[config.mk]
export PLATFORM = sky130hd
export DESIGN_NAME = secded_codec_top
export DESIGN_NICKNAME = d
export VERILOG_FILES = /design/src/hdl/scd_pkg.sv /design/src/hdl/scd_pipe.sv /design/src/hdl/secded_codec_top.sv
export SDC_FILE = /design/constraint.sdc
export NUM_CORES = 1
export LEC_CHECK = 0
export BUFFER_PORTS_ARGS = -buffer_cell sky130_fd_sc_hd__buf_2
export CAP_MARGIN = 20
export CORE_MARGIN = 2
export CORE_UTILIZATION = 30
export CTS_BUF_LIST = sky130_fd_sc_hd__clkbuf_16
export DETAILED_ROUTE_END_ITERATION = 10
export GPL_ROUTABILITY_DRIVEN = 0
export PLACE_DENSITY_LB_ADDON = 0.15
export SKIP_LAST_GASP = 1
export SYNTH_ARGS = -nofsm -noshare
export SYNTH_HDL_FRONTEND = slang
export SYNTH_SLANG_ARGS = --single-unit
[constraint.sdc]
create_clock -name clk -period 12.4 [get_ports clk]
set_clock_uncertainty 0.1 [all_clocks]
set_input_delay 1.24 -clock clk [delete_from_list [all_inputs] [get_ports clk]]
set_output_delay 1.24 -clock clk [all_outputs]
set_load 0.02 [all_outputs]
[src/hdl/scd_pkg.sv]
// scd_pkg: shared types, constants and code-geometry functions for the SECDED codec.
// Used by scd_pipe and secded_codec_top; depends on nothing.

package scd_pkg;

  // Code geometry
  localparam int MAX_CODE_BITS = 64;
  localparam int CODE_W        = 64;   // width of data_in / data_out
  localparam int SYN_W         = 6;    // syndrome bits, log2 of CODE_W
  localparam int MLEN_W        = 6;    // msg_len register width
  localparam int CLEN_W        = 7;    // code_length field width
  localparam int OUT_W         = 80;   // out tdata, padded to whole bytes

  // Configuration register map
  localparam int CFG_AW   = 2;
  localparam int CFG_DW   = 32;
  localparam logic [CFG_AW-1:0] ADDR_MSG_LEN = 2'd0;
  localparam logic [MLEN_W-1:0] MSG_LEN_RST  = 6'd57;

  // Request kinds
  localparam logic CMD_ENCODE = 1'b0;
  localparam logic CMD_DECODE = 1'b1;

  typedef enum logic [1:0] {
    ST_OK     = 2'd0,
    ST_SINGLE = 2'd1,
    ST_DOUBLE = 2'd2
  } status_t;

  // Effective code geometry handed to the datapath
  typedef struct packed {
    logic [MLEN_W-1:0] msg_len;
    logic [CLEN_W-1:0] code_len;
  } scd_cfg_t;

  // n = m + p + 1 with p the least count (at least 1) with 2^p - p >= m + 1
  function automatic int code_len_i(input int m);
    int n;
    n = 0;
    for (int p = 7; p >= 1; p--) begin
      if (((1 << p) - p) >= (m + 1)) n = m + p + 1;
    end
    return n;
  endfunction

  // Largest message length whose code still fits
  function automatic int max_msg_i();
    int r;
    r = 1;
    for (int m = 1; m < 64; m++) begin
      if (code_len_i(m) <= MAX_CODE_BITS) r = m;
    end
    return r;
  endfunction

  localparam int MAX_MSG = max_msg_i();

  // Message positions: from 3 upward, skipping powers of two
  function automatic bit is_data_i(input int i);
    return (i >= 3) && ((i & (i - 1)) != 0);
  endfunction

  // Message bit index carried at a message position
  function automatic int data_idx_i(input int i);
    int c;
    c = 0;
    for (int j = 3; j < i; j++) begin
      if (is_data_i(j)) c++;
    end
    return c;
  endfunction

  // Positions whose index has bit j set
  function automatic logic [CODE_W-1:0] pos_mask_f(input int j);
    logic [CODE_W-1:0] r;
    r = '0;
    for (int i = 0; i < CODE_W; i++) begin
      r[i] = ((i >> j) & 1) != 0;
    end
    return r;
  endfunction

  // Clamp the written length and derive the code length
  function automatic scd_cfg_t cfg_from_len(input logic [MLEN_W-1:0] raw);
    scd_cfg_t c;
    int m;
    m = int'(raw);
    if (m == 0) m = 1;
    if (m > MAX_MSG) m = MAX_MSG;
    c.msg_len  = MLEN_W'(m);
    c.code_len = CLEN_W'(code_len_i(m));
    return c;
  endfunction

endpackage

[src/hdl/scd_pipe.sv]
// scd_pipe: three-stage SECDED datapath (place/mask, syndrome, fix/extract + output).
// Depends on scd_pkg.

module scd_pipe (
  input  logic                           clk,
  input  logic                           rst_n,
  input  scd_pkg::scd_cfg_t              cfg,
  input  logic                           in_valid,
  output logic                           in_ready,
  input  logic                           in_cmd,
  input  logic [scd_pkg::CODE_W-1:0]     in_data,
  output logic                           out_valid,
  input  logic                           out_ready,
  output logic [scd_pkg::CODE_W-1:0]     out_data,
  output scd_pkg::status_t               out_status,
  output logic [scd_pkg::SYN_W-1:0]      out_pos,
  output logic [scd_pkg::CLEN_W-1:0]     out_len
);

  localparam int W = scd_pkg::CODE_W;
  localparam int S = scd_pkg::SYN_W;

  // Stall chain: a stage moves when the next one is empty or moving
  logic v1_r, v2_r, v3_r;
  logic rdy1, rdy2, rdy3;

  assign rdy3     = !v3_r || out_ready;
  assign rdy2     = !v2_r || rdy3;
  assign rdy1     = !v1_r || rdy2;
  assign in_ready = rdy1;

  // ---------------- Stage 1: place message bits or mask the code word
  logic [W-1:0] msg_mask, code_mask, msg_in, spread, s1_word;

  assign msg_mask  = ~({W{1'b1}} << cfg.msg_len);
  assign code_mask = ~({W{1'b1}} << cfg.code_len);
  assign msg_in    = in_data & msg_mask;

  for (genvar i = 0; i < W; i++) begin : g_spread
    if (scd_pkg::is_data_i(i)) begin : g_d
      assign spread[i] = msg_in[scd_pkg::data_idx_i(i)];
    end else begin : g_p
      assign spread[i] = 1'b0;
    end
  end

  assign s1_word = (in_cmd == scd_pkg::CMD_DECODE) ? (in_data & code_mask) : spread;

  logic         s1_cmd_r;
  logic [W-1:0] s1_word_r;

  always_ff @(posedge clk) begin
    if (!rst_n) begin
      v1_r <= 1'b0;
    end else if (rdy1) begin
      v1_r <= in_valid;
    end
  end

  always_ff @(posedge clk) begin
    if (rdy1 && in_valid) begin
      s1_cmd_r  <= in_cmd;
      s1_word_r <= s1_word;
    end
  end

  // ---------------- Stage 2: XOR syndrome and overall parity
  logic [S-1:0] syn;

  for (genvar j = 0; j < S; j++) begin : g_syn
    localparam logic [W-1:0] PMASK = scd_pkg::pos_mask_f(j);
    assign syn[j] = ^(s1_word_r & PMASK);
  end

  logic         s2_cmd_r;
  logic [W-1:0] s2_word_r;
  logic [S-1:0] s2_syn_r;
  logic         s2_par_r;

  always_ff @(posedge clk) begin
    if (!rst_n) begin
      v2_r <= 1'b0;
    end else if (rdy2) begin
      v2_r <= v1_r;
    end
  end

  always_ff @(posedge clk) begin
    if (rdy2 && v1_r) begin
      s2_cmd_r  <= s1_cmd_r;
      s2_word_r <= s1_word_r;
      s2_syn_r  <= syn;
      s2_par_r  <= ^s1_word_r;
    end
  end

  // ---------------- Stage 3: parity insert or correct and extract
  logic [W-1:0]      enc_word, fixed, msg_out, res_nxt;
  scd_pkg::status_t  status_nxt;
  logic [S-1:0]      pos_nxt;

  always_comb begin
    enc_word = s2_word_r;
    for (int j = 0; j < S; j++) begin
      enc_word[1 << j] = s2_syn_r[j];
    end
    // overall parity covers the check bits just inserted
    enc_word[0] = s2_par_r ^ (^s2_syn_r);
  end

  always_comb begin
    status_nxt = scd_pkg::ST_OK;
    pos_nxt    = '0;
    fixed      = s2_word_r;
    if (s2_syn_r != '0) begin
      if (!s2_par_r || ({1'b0, s2_syn_r} >= cfg.code_len)) begin
        status_nxt = scd_pkg::ST_DOUBLE;
      end else begin
        status_nxt = scd_pkg::ST_SINGLE;
        pos_nxt    = s2_syn_r;
        fixed      = s2_word_r ^ (W'(1) << s2_syn_r);
      end
    end
  end

  // Positions past the code are masked, so unused message bits come out zero
  for (genvar i = 0; i < W; i++) begin : g_extract
    if (scd_pkg::is_data_i(i)) begin : g_d
      assign msg_out[scd_pkg::data_idx_i(i)] = fixed[i];
    end
  end
  for (genvar k = scd_pkg::data_idx_i(W); k < W; k++) begin : g_zero
    assign msg_out[k] = 1'b0;
  end

  assign res_nxt = (s2_cmd_r == scd_pkg::CMD_DECODE) ? msg_out : enc_word;

  logic [W-1:0]                 out_data_r;
  scd_pkg::status_t             out_status_r;
  logic [S-1:0]                 out_pos_r;
  logic [scd_pkg::CLEN_W-1:0]   out_len_r;

  always_ff @(posedge clk) begin
    if (!rst_n) begin
      v3_r <= 1'b0;
    end else if (rdy3) begin
      v3_r <= v2_r;
    end
  end

  always_ff @(posedge clk) begin
    if (rdy3 && v2_r) begin
      out_data_r   <= res_nxt;
      out_status_r <= (s2_cmd_r == scd_pkg::CMD_DECODE) ? status_nxt : scd_pkg::ST_OK;
      out_pos_r    <= (s2_cmd_r == scd_pkg::CMD_DECODE) ? pos_nxt : '0;
      out_len_r    <= cfg.code_len;
    end
  end

  assign out_valid  = v3_r;
  assign out_data   = out_data_r;
  assign out_status = out_status_r;
  assign out_pos    = out_pos_r;
  assign out_len    = out_len_r;

endmodule

[src/hdl/secded_codec_top.sv]
// secded_codec_top: extended Hamming SECDED encoder/decoder with APB length register.
// Depends on scd_pkg and scd_pipe.
//
//   channel | direction | contents
//   in_     | request   | tuser[0] cmd; tdata[63:0] data_in
//   out_    | result    | tdata[63:0] data_out, [65:64] status, [71:66] error_position,
//           |           |       [78:72] code_length, [79] zero
//   cfg_    | APB write | msg_len at address 0, bits [5:0]
//
// One request per cycle while the output is not stalled; a request's result passes three
// register stages (place/mask, syndrome tree, correct/extract into the output register)
// before it is valid on out_.
// rst_n is synchronous: pipeline empties, msg_len returns to 57.
// A stalled output holds its result; upstream stages keep filling until full.

module secded_codec_top (
  input  logic                          clk,
  input  logic                          rst_n,
  // request stream
  input  logic                          in_tvalid,
  output logic                          in_tready,
  input  logic [scd_pkg::CODE_W-1:0]    in_tdata,   // [63:0] data_in
  input  logic [0:0]                    in_tuser,   // [0] cmd
  // result stream
  output logic                          out_tvalid,
  input  logic                          out_tready,
  output logic [scd_pkg::OUT_W-1:0]     out_tdata,  // data_out, status, error_position,
                                                    // code_length, pad
  // configuration
  input  logic                          cfg_psel,
  input  logic                          cfg_penable,
  input  logic                          cfg_pwrite,
  input  logic [scd_pkg::CFG_AW-1:0]    cfg_paddr,
  input  logic [scd_pkg::CFG_DW-1:0]    cfg_pwdata,
  output logic [scd_pkg::CFG_DW-1:0]    cfg_prdata,
  output logic                          cfg_pready
);

  // Length register and derived geometry
  logic [scd_pkg::MLEN_W-1:0] msg_len_r;
  scd_pkg::scd_cfg_t          geo_r;
  logic                       cfg_wr;

  assign cfg_pready = 1'b1;
  assign cfg_wr     = cfg_psel && cfg_penable && cfg_pwrite && cfg_pready &&
                      (cfg_paddr == scd_pkg::ADDR_MSG_LEN);

  always_ff @(posedge clk) begin
    if (!rst_n) begin
      msg_len_r <= scd_pkg::MSG_LEN_RST;
      geo_r     <= scd_pkg::cfg_from_len(scd_pkg::MSG_LEN_RST);
    end else if (cfg_wr) begin
      msg_len_r <= cfg_pwdata[scd_pkg::MLEN_W-1:0];
      geo_r     <= scd_pkg::cfg_from_len(cfg_pwdata[scd_pkg::MLEN_W-1:0]);
    end
  end

  // Register read-back
  always_comb begin
    cfg_prdata = '0;
    if (cfg_paddr == scd_pkg::ADDR_MSG_LEN) begin
      cfg_prdata[scd_pkg::MLEN_W-1:0] = msg_len_r;
    end
  end

  // Datapath
  logic [scd_pkg::CODE_W-1:0] res_data;
  scd_pkg::status_t           res_status;
  logic [scd_pkg::SYN_W-1:0]  res_pos;
  logic [scd_pkg::CLEN_W-1:0] res_len;

  scd_pipe u_pipe (
    .clk        (clk),
    .rst_n      (rst_n),
    .cfg        (geo_r),
    .in_valid   (in_tvalid),
    .in_ready   (in_tready),
    .in_cmd     (in_tuser[0]),
    .in_data    (in_tdata),
    .out_valid  (out_tvalid),
    .out_ready  (out_tready),
    .out_data   (res_data),
    .out_status (res_status),
    .out_pos    (res_pos),
    .out_len    (res_len)
  );

  assign out_tdata = {1'b0, res_len, res_pos, res_status, res_data};

endmodule

==> qor.yml, run 1 <==
worst_setup_path:
  slowest_stage: "a311oi_1"
  timing.rr.end: "u_pipe.out_data[19]"
  cp-endpoint: "geo_r[2]"
  arrival_ps: 4680
  r2r-start: "geo_r[0]"
  r2r_slack_ps: 8830
  crit_required_ps: 12730
  cpPeakStageDelay_ps: 470
  critPathCaptureType: "flip-flop"
  path_max_fanout: 18
  worstPathCellList: "buf_2 -> nand3_1 -> nand2_1 -> inv_1 -> ha_1 -> nand2_1 -> a2bb2oi_1 -> nand3_2 -> o211ai_1 -> a21oi_1 -> a311oi_1 -> o21ai_1"
  setup.worst_path.start_class: "primary input"
  path_class: "in -> reg"
  crit_start: "cfg_pwdata[3]"
  r2r_cells: 9
  cpMostUsedCell: "nand2_1"
synth:
  avgSynthCellArea_um2: 10.5
  synthSimpleGateAreaFrac_pct: 15.2
  synth-edff-count: 209
  synth_compound_gate_area_share_pct: 18.2
  yosys_warnings: 0
  seq_area_frac_synth_pct: 50.5
  synth_top_family_by_area: "compound AO/OA/AOI/OAI gates"
  synth-async-reset-ratio_pct: 0
  synthMuxAreaShare_pct: 0.160
  synth_cell_type_count: 85
  ys_top_cells_by_area: "edfxtp_1 (47%), xnor2_1 (6.7%), o31ai_1 (3.3%), dfxtp_1 (3.3%), nand2_1 (3.2%)"
  synth_top_cell_by_area: "edfxtp_1"
  synth_xor_area_share_pct: 8.50
  synth_top_area_share_pct: 47.2
  ys_ff_latch: 231
  syn_inst: 1268
  synth_ff_type: "edfxtp_1"
  netlist_area_mm2: 0.0133
  synthAdderAreaFrac_pct: 2.35
power_and_ir_drop:
  comb_power_share_pct: 27.2
  p_leak_nw: 5.46
  finalPower_mw: 2.55
  vdd_drop_max_mv: 0.115
  switching_share_pct: 32.7
  internal_power_mw: 1.71
  p_switching_uw: 834
  power_density_mw_per_mm2: 164
  power_frac_clock_pct: 33.5
  p_seq_share_pct: 39.3
clock_network:
  clock_sinks: 231
  clk_pin_slew_worst_paths_ps: 60
  clk_latency_ps: 560
  cts_resized: 0
  ctsRootBufferMaster: "clkbuf_16"
  postCtsHoldBufs: 0
  htree_levels: 1
  cts_buffers: 27
  cts_tree: "built"
  cts_max_path_buffers: 3
  post_cts_buffers: 0
place:
  dp_cells: 1954
  place.detailed.hpwl_um: 32400
  port_buffers: 166
global_route:
  grt_usage_pct: 17.8
  grt_pass1_vias: 9940
  grt_max_degree: 115
  grt_pass1_wl_um: 62500
  antenna_found_initial: 2
  grt_overflow: 0
floorplan:
  coreArea_mm2: 0.0439
  start_util_pct: 30.3
  ios: 221
  die_x_um: 215
  num_rows: 77
  die_y_um: 215
  die_area_mm2: 0.0460
run_status:
  outcome: "finished, final reports clean"
worst_hold_path:
  min-delay-path-class: "reg -> reg"
sta:
  tns_ps: 0
  slew_headroom_pct: 36.3
  min_period_ps: 4350
  drv_slew: 0
  fmax_mhz: 230
  rsz0062_at_grt: "no"
  timing.hold.ws_ps: 331
  tightestPinTransition_ps: 955
  setup_viol: 0
  min_period_over_period_pct: 35.1
  hold_viol: 0
layout:
  stdcell_count: 2006
  mostFrequentLayoutCells: "edfxtp_1 (209), buf_2 (166), nand2_1 (112)"
  nets: 1522
  fin_util_pct: 35.3
  mostFrequentLayoutCell: "edfxtp_1"
  drive_above_1_share_pct: 18.1
  area_delta_synth_final_pct: 16.7
detailed_routing:
  drt_pass1_iterations: 6
  drtAntennaViolNets: 0
  vias_per_cell: 5.31
  routed_wl_um: 42000
  post-route-drc-count: 0
  dr.first_iter.drc_count: 897
  num_vias: 10700
  routedWlPerCell_um: 20.9
run:
  cap_violations: 0
==> power by group through the flow <==
stage               combinational (mW)  sequential (mW)  clock, mW
floorplan                        0.527            0.997          0
global placement                 0.687             1.02          0
detailed placement               0.693             1.02          0
CTS                              0.696             1.00      0.878
global route                     0.765             1.01      0.910
finish                           0.694             1.00      0.854
==> stage by stage <==
stage,setup slack (ps),cell area [um^2]
6_report,8050,15500
5_1_grt,7800,15500
4_1_cts,8160,15500
3_5_place_dp,7560,14500
3_3_place_gp,7600,14500
2_1_floorplan,5640,13400
==> worst min-delay path by stage <==
stage | from | to | slack [ps] | cells after the start
final | u_pipe.s1_cmd_r | u_pipe.s2_cmd_r | 330 | 0
after detailed placement | u_pipe.s1_cmd_r | u_pipe.s2_cmd_r | 310 | 0
after global placement | u_pipe.s1_cmd_r | u_pipe.s2_cmd_r | 320 | 0
after global routing | u_pipe.s1_cmd_r | u_pipe.s2_cmd_r | 350 | 0
after floorplan | u_pipe.s1_cmd_r | u_pipe.s2_cmd_r | 300 | 0
after CTS | u_pipe.s1_cmd_r | u_pipe.s2_cmd_r | 330 | 0
==> registers in the layout (all words and copies together), names as in the netlist, 2 cells and up <==
| name | count |
|---|---|
| u_pipe.s2_syn_r | 6 |
| u_pipe.out_len | 7 |
| u_pipe.out_status | 2 |
| u_pipe.s2_word_r | 57 |
| msg_len_r | 6 |
| u_pipe.out_pos | 6 |
| u_pipe.s1_word_r | 64 |
| geo_r | 13 |
| u_pipe.out_data | 64 |
==> cell usage after synthesis, types with 3 or more instances <==
cell type,instances
edfxtp_1,209
nand2_1,112
xnor2_1,102
nor2_1,91
o21ai_0,74
clkbuf_1,67
a31oi_1,62
o31ai_1,59
or4_1,51
nand3_1,33
o211ai_1,31
buf_4,30
inv_1,29
a21oi_1,26
ha_1,25
dfxtp_1,22
nor2b_1,21
xor2_1,19
and2_1,14
a21boi_0,11
nor4_1,11
nor3_1,10
or2_2,9
and3_1,8
nand4_1,8
o21a_1,8
o22ai_1,7
a21o_1,6
buf_1,6
nand2b_1,6
o41ai_1,6
o2111a_1,5
o32ai_1,5
buf_2,4
nand4bb_1,4
o211a_1,4
o311ai_0,4
or3_1,4
a211oi_1,3
a32o_1,3
nor4b_1,3
o21ai_1,3
==> cell families (layout without fill, tap and decap cells) <==
logic type,after synthesis,after routing
fa+ha+maj,25,25
buf+inv,142,260
compound gates,348,348
other cells,2,30
simple gates,394,394
mux,2,2
flops,231,231
xor+xnor,124,124
==> cell type report <==
cell class              count  area (um^2)
flip-flops and latches    231         6720
diodes                      2         5.00
fillers                  4479        28400
multi-input cells         921         6040
repair buffers            177          913
well taps                 592          741
inverters                  33          124
clock inverters            23          292
clock buffers              27          676
==> worst max-delay path, delay by kind of cell <==
kind / cells / cell delay, ps
buffers and inverters: 2 / 600
AND/OR/NAND/NOR: 4 / 920
adder cells (fa/ha/maj): 1 / 340
AO/OA/AOI/OAI: 5 / 1570
==> metal layers <==
metal	wire length, um	GRT usage [%]	up-vias
li1	-	-	5006
met1	19500	26.1	5043
met2	17900	26.0	508
met3	3310	3.74	93
met4	1330	5.97	0
met5	0	0	-
Note: power is estimated with default switching activity, not from simulation.
==> run 2, diff against run 1 <==
==> constraint.sdc (replaced) <==
create_clock -name clk -period 3.9 [get_ports clk]
set_clock_uncertainty 0.1 [all_clocks]
set_input_delay 0.39 -clock clk [delete_from_list [all_inputs] [get_ports clk]]
set_output_delay 0.39 -clock clk [all_outputs]
set_load 0.02 [all_outputs]
==> qor.yml, run 2 (same netlist as run 1, synthesis figures left out) <==
sta:
  min_period_ps: 3290
  rsz0062_at_grt: "no"
  slew_headroom_pct: 36.7  # +0.41 points
  setup_viol: 0  # unchanged
  tightestPinTransition_ps: 949  # -6.21 ps
  hold_viol: 0  # unchanged
  tns_ps: 0  # unchanged
  drv_slew: 0  # unchanged
  fmax_mhz: 304
  setup_ws_ps: 606  # -7450 ps
  min_period_over_period_pct: 84.5
place:
  pre_cts_slack_ps: 326  # -7240 ps
  place.detailed.hpwl_um: 32700  # +1.0%
  port_buffers: 166  # unchanged
  placed_cell_area_mm2: 0.0147  # +1.1%
clock_network:
  postCtsHoldBufs: 0  # unchanged
  clk_pin_slew_worst_paths_ps: 60  # about the same
  cts_buffers: 27  # unchanged
  htree_levels: 1  # unchanged
  cts_resized: 0  # unchanged
  cts_tree: "built"
  cts_max_path_buffers: 3  # unchanged
  clock_sinks: 231  # unchanged
  post_cts_buffers: 0  # unchanged
  clk_latency_ps: 550  # about the same
  ctsRootBufferMaster: "clkbuf_16"
layout:
  nets: 1539  # +1.1%
  stdcell_area_mm2: 0.0156  # +0.67%
  mostFrequentLayoutCells: "edfxtp_1 (209), buf_2 (166), nand2_1 (112)"
  area_delta_synth_final_pct: 17.4
  mostFrequentLayoutCell: "edfxtp_1"
  diodes: 0  # -2
  drive_above_1_share_pct: 18.9  # +0.87 points
  fin_util_pct: 35.5  # +0.24 points
worst_setup_path:
  crit_required_ps: 4130  # -8600 ps
  cpPeakStageDelay_ps: 530  # +60 ps
  cp.depth: 10  # -2
  cpMostUsedCell: "a21o_1"
  r2r_cells: 10  # +1
  path_max_fanout: 114  # +96
  critPathCaptureType: "flip-flop"
  slowest_stage: "or4_1"
  crit_start: "u_pipe.s2_syn_r[0]"
  cp_top_family: "compound AO/OA/AOI/OAI gates"
  r2r-start: "u_pipe.s2_syn_r[0]"
  r2r_slack_ps: 610  # -8220 ps
  timing.rr.end: "u_pipe.out_data[19]"
  setup.worst_path.start_class: "flip-flop"
  arrival_ps: 3520  # -1160 ps
  crit_buf_inv: 2  # unchanged
  worstPathCellList: "inv_1 -> ha_1 -> nand2b_1 -> a21o_1 -> a21o_1 -> a21o_1 -> a21bo_2 -> buf_12 -> or4_1 -> a31oi_1"
  path_class: "reg -> reg"
  cp-endpoint: "u_pipe.out_data[19]"
run_status:
  outcome: "finished, final reports clean"
global_route:
  grt_pass1_wl_um: 63900  # +2.3%
  antenna_found_initial: 1  # -1
  grt_max_degree: 115  # unchanged
  grt_pass1_vias: 10100  # +1.6%
  grt_overflow: 0  # unchanged
  grt_usage_pct: 18.1  # +0.27 points
worst_hold_path:
  min-delay-path-class: "in -> reg"
detailed_routing:
  routed_wl_um: 42600  # +1.5%
  post-route-drc-count: 0  # unchanged
  top_layer: "met4"
  drtAntennaViolNets: 0  # unchanged
  dr.first_iter.drc_count: 1053  # +17%
  wirelength_met1_um: 19800  # +1.7%
  drt_pass1_iterations: 5  # -1
  routedWlPerCell_um: 21.1  # +0.89%
  vias_per_cell: 5.26  # -0.84%
  wl_met2_um: 18300  # +2.5%
  dr_wl_met3_um: 3090  # -6.4%
  num_vias: 10600  # -0.24%
floorplan:
  num_rows: 77  # unchanged
  coreArea_mm2: 0.0439  # unchanged
  die_x_um: 215  # unchanged
  ios: 221  # unchanged
  die_y_um: 215  # unchanged
  start_util_pct: 30.3  # unchanged
  die_area_mm2: 0.0460  # unchanged
run:
  cap_violations: 0  # unchanged
power_and_ir_drop:
  power_density_mw_per_mm2: 515  # +210%
  vdd_drop_max_mv: 0.355  # +210%
  p_leak_nw: 5.52  # +1.1%
## run 2: how the worst min path moves through the flow
stage                                from                   end  slack [ps]  cells after the start
after floorplan           u_pipe.s1_cmd_r       u_pipe.s2_cmd_r         300                      0
after global placement       msg_len_r[3]          msg_len_r[3]         330                      2
after detailed placement     msg_len_r[5]          msg_len_r[5]         330                      2
after CTS                   cfg_pwdata[1]          msg_len_r[1]          20                      3
after global routing         in_tdata[22]  u_pipe.s1_word_r[22]          70                      3
final                       cfg_pwdata[1]          msg_len_r[1]          50                      3
## run 2: report_power, final
part           internal (mW)  switching (mW)
logic                  0.824            1.42
registers               2.98           0.202
clock network           1.59            1.02
total                   5.40            2.65
## run 2: metrics by stage
step	power [mW]	hold slack, ps	std cells
after floorplan	4.84	300	1294
after global placement	5.45	330	1971
after detailed placement	5.48	330	1971
after CTS	8.13	15.5	2018
after global routing	8.45	67.5	2018
final	8.05	49.4	2018
## run 2: metal layers
metal	GRT usage, %	vias to the layer above
met1	26.1	5010
met3	3.30	89
met5	0	-
li1	-	5039
met4	6.09	0
met2	27.3	486
## run 2: area by class of cell
class,instances,area [um^2]
clock buffer,27,676
clock inverter,20,248
fill,4506,28300
inverter,33,124
multi-input combinational,921,6040
sequential,231,6720
tap,592,741
timing repair buffer,194,1070
## run 2: tightest hold or removal path: cells and delay by family
| family | cells | cell delay [ps] |
|---|---|---|
| simple gates | 1 | 60 |
| compound gates | 1 | 60 |
| buf+inv | 1 | 140 |
==> run 3, diff against run 2 <==
==> constraint.sdc (replaced) <==
create_clock -name clk -period 3.03 [get_ports clk]
set_clock_uncertainty 0.1 [all_clocks]
set_input_delay 0.303 -clock clk [delete_from_list [all_inputs] [get_ports clk]]
set_output_delay 0.303 -clock clk [all_outputs]
set_load 0.02 [all_outputs]
==> qor.yml, run 3 (same netlist as run 1, synthesis figures left out) <==
run_status:
  outcome: "finished, final reports clean"
sta:
  tightestPinTransition_ps: 904  # -44.3 ps
  drv_slew: 0  # unchanged
  fmax_mhz: 339  # +12%
  rsz0062_at_grt: "yes"
  tns_ps: 0  # unchanged
  slew_headroom_pct: 39.6  # +2.9 points
  hold_viol: 0  # unchanged
  min_period_ps: 2950  # -345 ps
  min_period_over_period_pct: 97.3  # +13 points
  setup_viol: 0  # unchanged
worst_setup_path:
  critPathCaptureType: "flip-flop"
  arrival_ps: 3180  # -340 ps
  path_max_fanout: 52  # -54%
  r2r-start: "geo_r[1]"
  setup.worst_path.start_class: "flip-flop"
  crit_required_ps: 3260  # -870 ps
  path_class: "reg -> reg"
  r2r_cells: 9  # -1
  r2r_slack_ps: 80  # -520 ps
  timing.rr.end: "u_pipe.out_data[21]"
detailed_routing:
  num_vias: 10800  # +1.8%
  vias_per_cell: 5.22  # -0.92%
  routed_wl_um: 43900  # +3.1%
  drtAntennaViolNets: 0  # unchanged
  drt_pass1_iterations: 5  # unchanged
  dr.first_iter.drc_count: 913  # -13%
  routedWlPerCell_um: 21.2  # +0.33%
  post-route-drc-count: 0  # unchanged
floorplan:
  die_area_mm2: 0.0460  # unchanged
  ios: 221  # unchanged
  die_y_um: 215  # unchanged
  coreArea_mm2: 0.0439  # unchanged
  num_rows: 77  # unchanged
  die_x_um: 215  # unchanged
  start_util_pct: 30.3  # unchanged
worst_hold_path:
  min-delay-start: "in_tdata[63]"
  min_path_cells: 3  # unchanged
  holdPathEnd: "u_pipe.s1_word_r[63]"
  min-delay-path-class: "in -> reg"
global_route:
  grt_overflow: 0  # unchanged
  grt_pass1_vias: 10300  # +1.7%
  antenna_found_initial: 0  # -1
  grt_max_degree: 120  # +4.3%
  grt_usage_pct: 18.7  # +0.62 points
  grt_pass1_wl_um: 65400  # +2.4%
power_and_ir_drop:
  p_leak_nw: 5.79  # +4.9%
  vdd_drop_max_mv: 0.498  # +40%
  comb_power_share_pct: 30.9  # +3.0 points
  p_seq_share_pct: 39.0  # -0.5 points
  switching_share_pct: 33.3  # +0.41 points
  power_density_mw_per_mm2: 636  # +23%
  finalPower_mw: 10.3  # +28%
  p_switching_mw: 3.43  # +29%
  power_frac_clock_pct: 30.2  # -2.3 points
  internal_power_mw: 6.86  # +27%
place:
  place.detailed.hpwl_um: 34600  # +5.6%
  port_buffers: 166  # unchanged
  dp_cells: 2021  # +2.5%
layout:
  drive_above_1_share_pct: 22.9  # +4.0 points
  area_delta_synth_final_pct: 21.7
  stdcell_count: 2074  # +2.8%
  mostFrequentLayoutCells: "edfxtp_1 (209), buf_2 (165), nand2_1 (112)"
  mostFrequentLayoutCell: "edfxtp_1"
  fill_cells: 4498  # -0.18%
  nets: 1596  # +3.7%
  diodes: 0  # unchanged
clock_network:
  cts_tree: "built"
  ctsRootBufferMaster: "clkbuf_16"
  htree_levels: 1  # unchanged
  cts_buffers: 27  # unchanged
  clk_pin_slew_worst_paths_ps: 60  # about the same
  clock_sinks: 231  # unchanged
  cts_max_path_buffers: 3  # unchanged
  clk_latency_ps: 540  # about the same
run:
  cap_violations: 0  # unchanged
## run 3: cell count changes in the layout (fill, tap and decap cells not counted), sizes merged
cell / change
buf: +53
dlymetal6s4s: +1
bufinv: -3
dlygate4sd3: +3
clkinvlp: +1
clkinv: +1
## run 3: cell type report
| type | instances | area, um^2 | area share, % |
|---|---|---|---|
| Timing Repair Buffer | 251 | 1580 | 9.76 |
| Sequential cell | 231 | 6720 | 41.5 |
| Tap cell | 592 | 741 | 4.58 |
| Inverter | 33 | 124 | 0.766 |
| Clock inverter | 19 | 170 | 1.05 |
| Multi-Input combinational cell | 921 | 6170 | 38.1 |
| Clock buffer | 27 | 676 | 4.18 |
## run 3: through the flow
stage	worst slack, ps	instance area, um^2	hold WS (ps)	utilization (%)
global route	-7.83	16200	21.8	36.8
finish	81.8	16200	28.5	36.8
global placement	-3.08	15100	334	34.5
floorplan	-137	13500	300	-
CTS	24.2	16000	5.73	36.5
detailed placement	-8.39	15100	335	34.5
## run 3: worst max path at each step
stage / start / endpoint / slack, ps / cells after the start
finish: geo_r[1] / u_pipe.out_data[21] / 80 / 9
global route: u_pipe.s2_syn_r[0] / u_pipe.out_data[50] / -8 / 10
CTS: cfg_pwdata[2] / geo_r[2] / 20 / 13
detailed placement: cfg_pwdata[2] / geo_r[2] / -8 / 12
global placement: cfg_pwdata[2] / geo_r[2] / -3 / 12
floorplan: cfg_pwdata[5] / geo_r[2] / -140 / 14
## run 3: what timing repair did
item | in CTS | in global routing
hold buffers | 4 | 0
hold endpoints to repair | 4 | 0
gates resized for setup | 0 | 22
endpoints found under the setup margin | 0 | 39
setup buffers | 0 | 4
## run 3: power by group through the flow
stage	clock network (mW)	registers [mW]	logic, mW
5_1_grt	3.32	4.04	3.50
4_1_cts	3.19	4.01	3.15
6_report	3.10	4.01	3.18
3_5_place_dp	0	4.08	3.14
2_1_floorplan	0	4.07	2.17
3_3_place_gp	0	4.07	3.12
## run 3: critical path: stages (launching register included)
cell and delay [ps]:
dfxtp_1 420, inv_1 140, ha_1 320, a21o_1 170
a21o_1 180, a21o_1 200, a21bo_2 240, buf_12 180
or4_1 520, a31oi_1 260
## run 3: layer usage
layer,track usage (%),part of all wire [%],up-vias
li1,-,-,5149
met1,26.7,45,5115
met5,0,0,-
met4,6.48,3.7,0
met3,2.60,6.6,89
met2,29.1,44,465
